===== src/hw/rtl/emh_ram.sv =====
// Generic single-port-write, single-read RAM with registered read data.
// No dependencies.
module emh_ram #(
    parameter int DW = 8,
    parameter int AW = 8
) (
    input  logic          i_clk,
    input  logic          i_we,
    input  logic [AW-1:0] i_waddr,
    input  logic [DW-1:0] i_wdata,
    input  logic [AW-1:0] i_raddr,
    output logic [DW-1:0] o_rdata
);
    logic [DW-1:0] mem [2**AW];

    always_ff @(posedge i_clk) begin
        if (i_we) mem[i_waddr] <= i_wdata;
        o_rdata <= mem[i_raddr];
    end
endmodule

===== config.mk =====
export PLATFORM = sky130hd
export DESIGN_NAME = emh_ram
export DESIGN_NICKNAME = d
export VERILOG_FILES = /design/src/hw/rtl/emh_ram.sv
export SDC_FILE = /design/constraint.sdc
export NUM_CORES = 2
export LEC_CHECK = 0
export BUFFER_PORTS_ARGS = -buffer_cell sky130_fd_sc_hd__buf_4
export CAP_MARGIN = 0
export CORE_ASPECT_RATIO = 0.75
export CORE_MARGIN = 3
export CORE_UTILIZATION = 48
export CTS_CLUSTER_DIAMETER = 100
export DETAILED_ROUTE_END_ITERATION = 10
export PLACE_DENSITY = 0.65
export SYNTH_ARGS = -nofsm -noshare
export SYNTH_HDL_FRONTEND = slang
export SYNTH_SLANG_ARGS = --single-unit

===== constraint.sdc =====
create_clock -name i_clk -period 2.08 [get_ports i_clk]
set_input_delay 0 -clock i_clk [delete_from_list [all_inputs] [get_ports i_clk]]
set_output_delay 0 -clock i_clk [all_outputs]
set_load 0.01 [all_outputs]

Word-level counts from Yosys, hierarchy flattened --
Memories as Yosys holds them, arrays and structs flattened. A register that Yosys moved wholly into a read port is not among the register bits. Cells that the tools add are included.
Cells by class: $add $sub $neg 0, $mul 0, divide/modulo/power cells 0, magnitude comparators 0, eq/ne operators 0, shifts and indexed selects 0, mux-type cells 2, bitwise operators 0, reductions and logical operators 0
Operator list (count):
- $mux 1 | 2
Word-level totals: register bits after elaboration 0, bits in latches 0, bits in writable memories 2048, memory bits (read-only) 0, input port bits 26, output and inout port bits 8, logic and storage cells 3, memories kept 1
Memories:
- mem | depth 256, width 8, rd ports 1, clocked after memory_dff 1, write ports 1, line 14 | logic [DW-1:0] mem [2**AW];

Depth between registers and ports, before layout --
depth in word-level cells 2, gate-level depth with buffers 11, mapped depth without buffers 6

Least setup slack after synthesis --
No wires, ideal clock.
kind input-to-reg, from input i_raddr[0], to register o_rdata[2] (read register of mem), arrival 1807 ps, data required time 1949 ps, slack 142 ps, stages on the path 9, cells stage by stage buf_6 > buf_12 > buf_8 > buf_2 > mux4_2 > a22oi_1 > a21oi_1 > nor4_1 > nor4_2
RTL lines:
- start: declaration | line 11 | input logic [AW-1:0] i_raddr,
- end: declaration | line 12 | output logic [DW-1:0] o_rdata

==> results.tsv <==
metric	value	unit
outcome	finished with violations	
violations	negative setup slack	
area_growth	18.74	%
synth_edf_count	2048	
synth-compound-area-share	3.419	%
io_buffers	33	
slew_headroom	28.67	%
grt_max_degree	109	
cts.sinks	2056	
syn_nets	3759	
syn_inst	3733	
row_count	128	
vias	41920	
setup_ws	-0.2710	ns
antenna_found_initial	14	
max_cap_violations	0	
avgSynthCellArea	21.31	sq um
fin_crit	2.351	ns
design_area	94470	sq um
hold_violations	0	
dp_slack	-1.199	ns
routabilityCongestion	0.9015	
synthesis.area	79560	sq um
first_pass_iters	6	
io-pin-count	34	
placed_cell_area	87900	sq um
yosys_register_bits	2056	
cts.htree.levels	4	
fillers	11800	
fp.coreArea	163500	sq um
wl	206100	um
end_kind	flop	
placed_cells	6506	
fmax	425.3	MHz
synth_top_family_by_area	multiplexers	
grt_pass1_wl	298100	um
drive_gt1_share	33.81	%
post-dp-hpwl	136700	um
drtIter0Drc	5653	
grt_pass1_vias	41190	
cp.required	2.79	ns
post-route-util	57.77	%
p_per_area	898.2	nW/um^2
clk_pin_slew	0.06	ns
numCtsBuffers	186	
final.setup.tns	-1.409	ns
drtAntennaViolNets	0	
grt.overflow.total	0	
hp-class	input pin to flop	
ys_warn_count	0	
setup_viol	8	
leakagePower	30.70	nW
fin_cells	6867	
synthSimpleGateAreaFrac	2.628	%
final.period_utilization	113.0	%
ys_types	55	
tightest_slew	1.066	ns
async_reset_ff_share	0	%
peakVddDrop	0.9696	mV
synthAdderAreaFrac	0	%
initial_core_util	48.65	%
vias_per_cell	6.105	
wl_per_cell	30.02	um
cts_root_buf	clkbuf_16	
rsz0062_at_grt	true	
drc	0	
die_h	358.6	um
worstSetupStartpointType	flop	
clockBufferDepth	3	
muxShareOfSynthArea	14.62	%
clock_skew	0.02385	ns
slew_viol_final	0	
dieArea	170700	sq um
yosysSeqAreaShare	77.50	%
gr-usage-all-layers	24.37	%
die_w	476.1	um
cts_tree	built	
crit_type	flop to flop	
fin_nets	4530	
worstPathMaxFanout	1	
clk-insertion-delay-late	0.82	ns
arrival	3.06	ns
synth_xor_area_share	0	%
synth_flop_cell	edfxtp_1	
## timing repair
item                                   4_1_cts  5_1_grt
setup endpoints to repair                    8        8
endpoints found under the hold margin     1973        0
pin swaps                                   11       16
setup buffers                                0        0
cloned                                       0        0
hold buffers                                20        0
resized for setup                           49       15
## kinds of logic after synthesis
kind of cell | count (synthesis)
AND/OR/NAND/NOR | 466
buffers and inverters | 235
multiplexers | 591
flip-flops | 2056
AO/OA/AOI/OAI | 385
## path summary, 6_finish.rpt
path | start | to | slack (ns) | cells past startpoint
setup / recovery | mem[67][2] | o_rdata[2] | -0.27 | 6
hold / removal | i_raddr[3] | o_rdata[0] | 0.16 | 6
setup reg to reg | mem[67][2] | o_rdata[2] | -0.27 | 6
hold reg to reg | mem[41][3] | o_rdata[3] | 1.09 | 7
## worst max-delay path: stages, from the launching register on
cell and delay (ns):
edfxtp_1 0.38, mux4_2 0.51, mux4_2 0.52, nor2b_4 0.16, nor4_4 0.41, buf_4 0.22, nor4_2 0.05
## Yosys cell counts, drive strengths merged (2+ instances only)
cell | number | area share, %
a2111oi | 5 | 0.066
a211oi | 16 | 0.15
a21oi | 96 | 0.60
a221oi | 14 | 0.16
a22o | 8 | 0.088
a22oi | 133 | 1.3
a311oi | 2 | 0.022
a31oi | 2 | 0.016
and2 | 6 | 0.047
and3b | 2 | 0.022
buf | 122 | 1.3
clkbuf | 111 | 0.52
dfxtp | 8 | 0.20
edfxtp | 2048 | 77
mux2i | 134 | 1.7
mux4 | 456 | 13
nand2 | 33 | 0.16
nand2b | 8 | 0.063
nand3 | 34 | 0.21
nand3b | 2 | 0.019
nand4 | 10 | 0.079
nor2 | 282 | 1.3
nor2b | 31 | 0.24
nor3 | 22 | 0.14
nor4 | 27 | 0.24
o211ai | 10 | 0.094
o21ai | 12 | 0.075
o221ai | 47 | 0.53
o22a | 5 | 0.055
o22ai | 28 | 0.22
o32ai | 5 | 0.064
or2 | 4 | 0.031
## metrics by stage
stage | power [W] | hold slack (ns)
after floorplan | 0.04881 | 0.09887
after detailed placement | 0.05150 | 0.4409
after global routing | 0.08722 | 0.1857
final | 0.08485 | 0.1578
after global placement | 0.05143 | 0.4385
after CTS | 0.08534 | 0.08262
## state kept, by name (all words and copies together) (netlist names)
name and flops:
mem 2048, o_rdata 8
## layout make-up
type	count	area [sq um]	share of cell area, %
flip-flops and latches	2056	61660	65.27
multi-input cells	1442	16880	17.87
repair buffers	816	7177	7.597
clock buffers	227	4957	5.248
well taps	2210	2765	2.927
clock inverters	112	1018	1.078
inverters	2	7.507	0.007947
diodes	2	5.005	0.005298
## cell usage in the layout, fill, tap and decap left out, types with 6 or more instances in the layout
cell           count
nor4_1            12
o22ai_1           28
nand2_1           33
edfxtp_1        2048
mux4_2           454
nand3_1           32
nor2b_1           26
a221oi_1           7
a22oi_1          133
and2_1             6
nor2_1           276
o21ai_0           10
bufinv_16         18
nor4_2            12
o211ai_1          10
o221ai_1          44
nand4_1           10
buf_4            708
clkbuf_16        193
buf_12            73
clkbuf_1          34
clkinv_2          29
inv_6              6
nand2b_1           8
a211oi_1          11
clkinv_1          50
dlygate4sd3_1     20
a21oi_1           96
mux2i_1          134
nor3_1            14
dfxtp_1            8
## power by group
part	leakage (nW)	switching (W)	total, W	internal [W]
clock	2.92	0.0149	0.0341	0.0191
sequential	18.5	0.0000801	0.0457	0.0456
combinational	9.32	0.00294	0.00503	0.00209
total	30.7	0.0180	0.0848	0.0669
## routing by layer
| layer | routed length [um] | GRT usage [%] |
|---|---|---|
| met1 | 86510 | 37.29 |
| met2 | 93490 | 36.12 |
| met4 | 5809 | 7.484 |
| met3 | 20330 | 4.278 |
| met5 | 0 | 0 |
No activity file was read; power rests on OpenSTA's default activity.
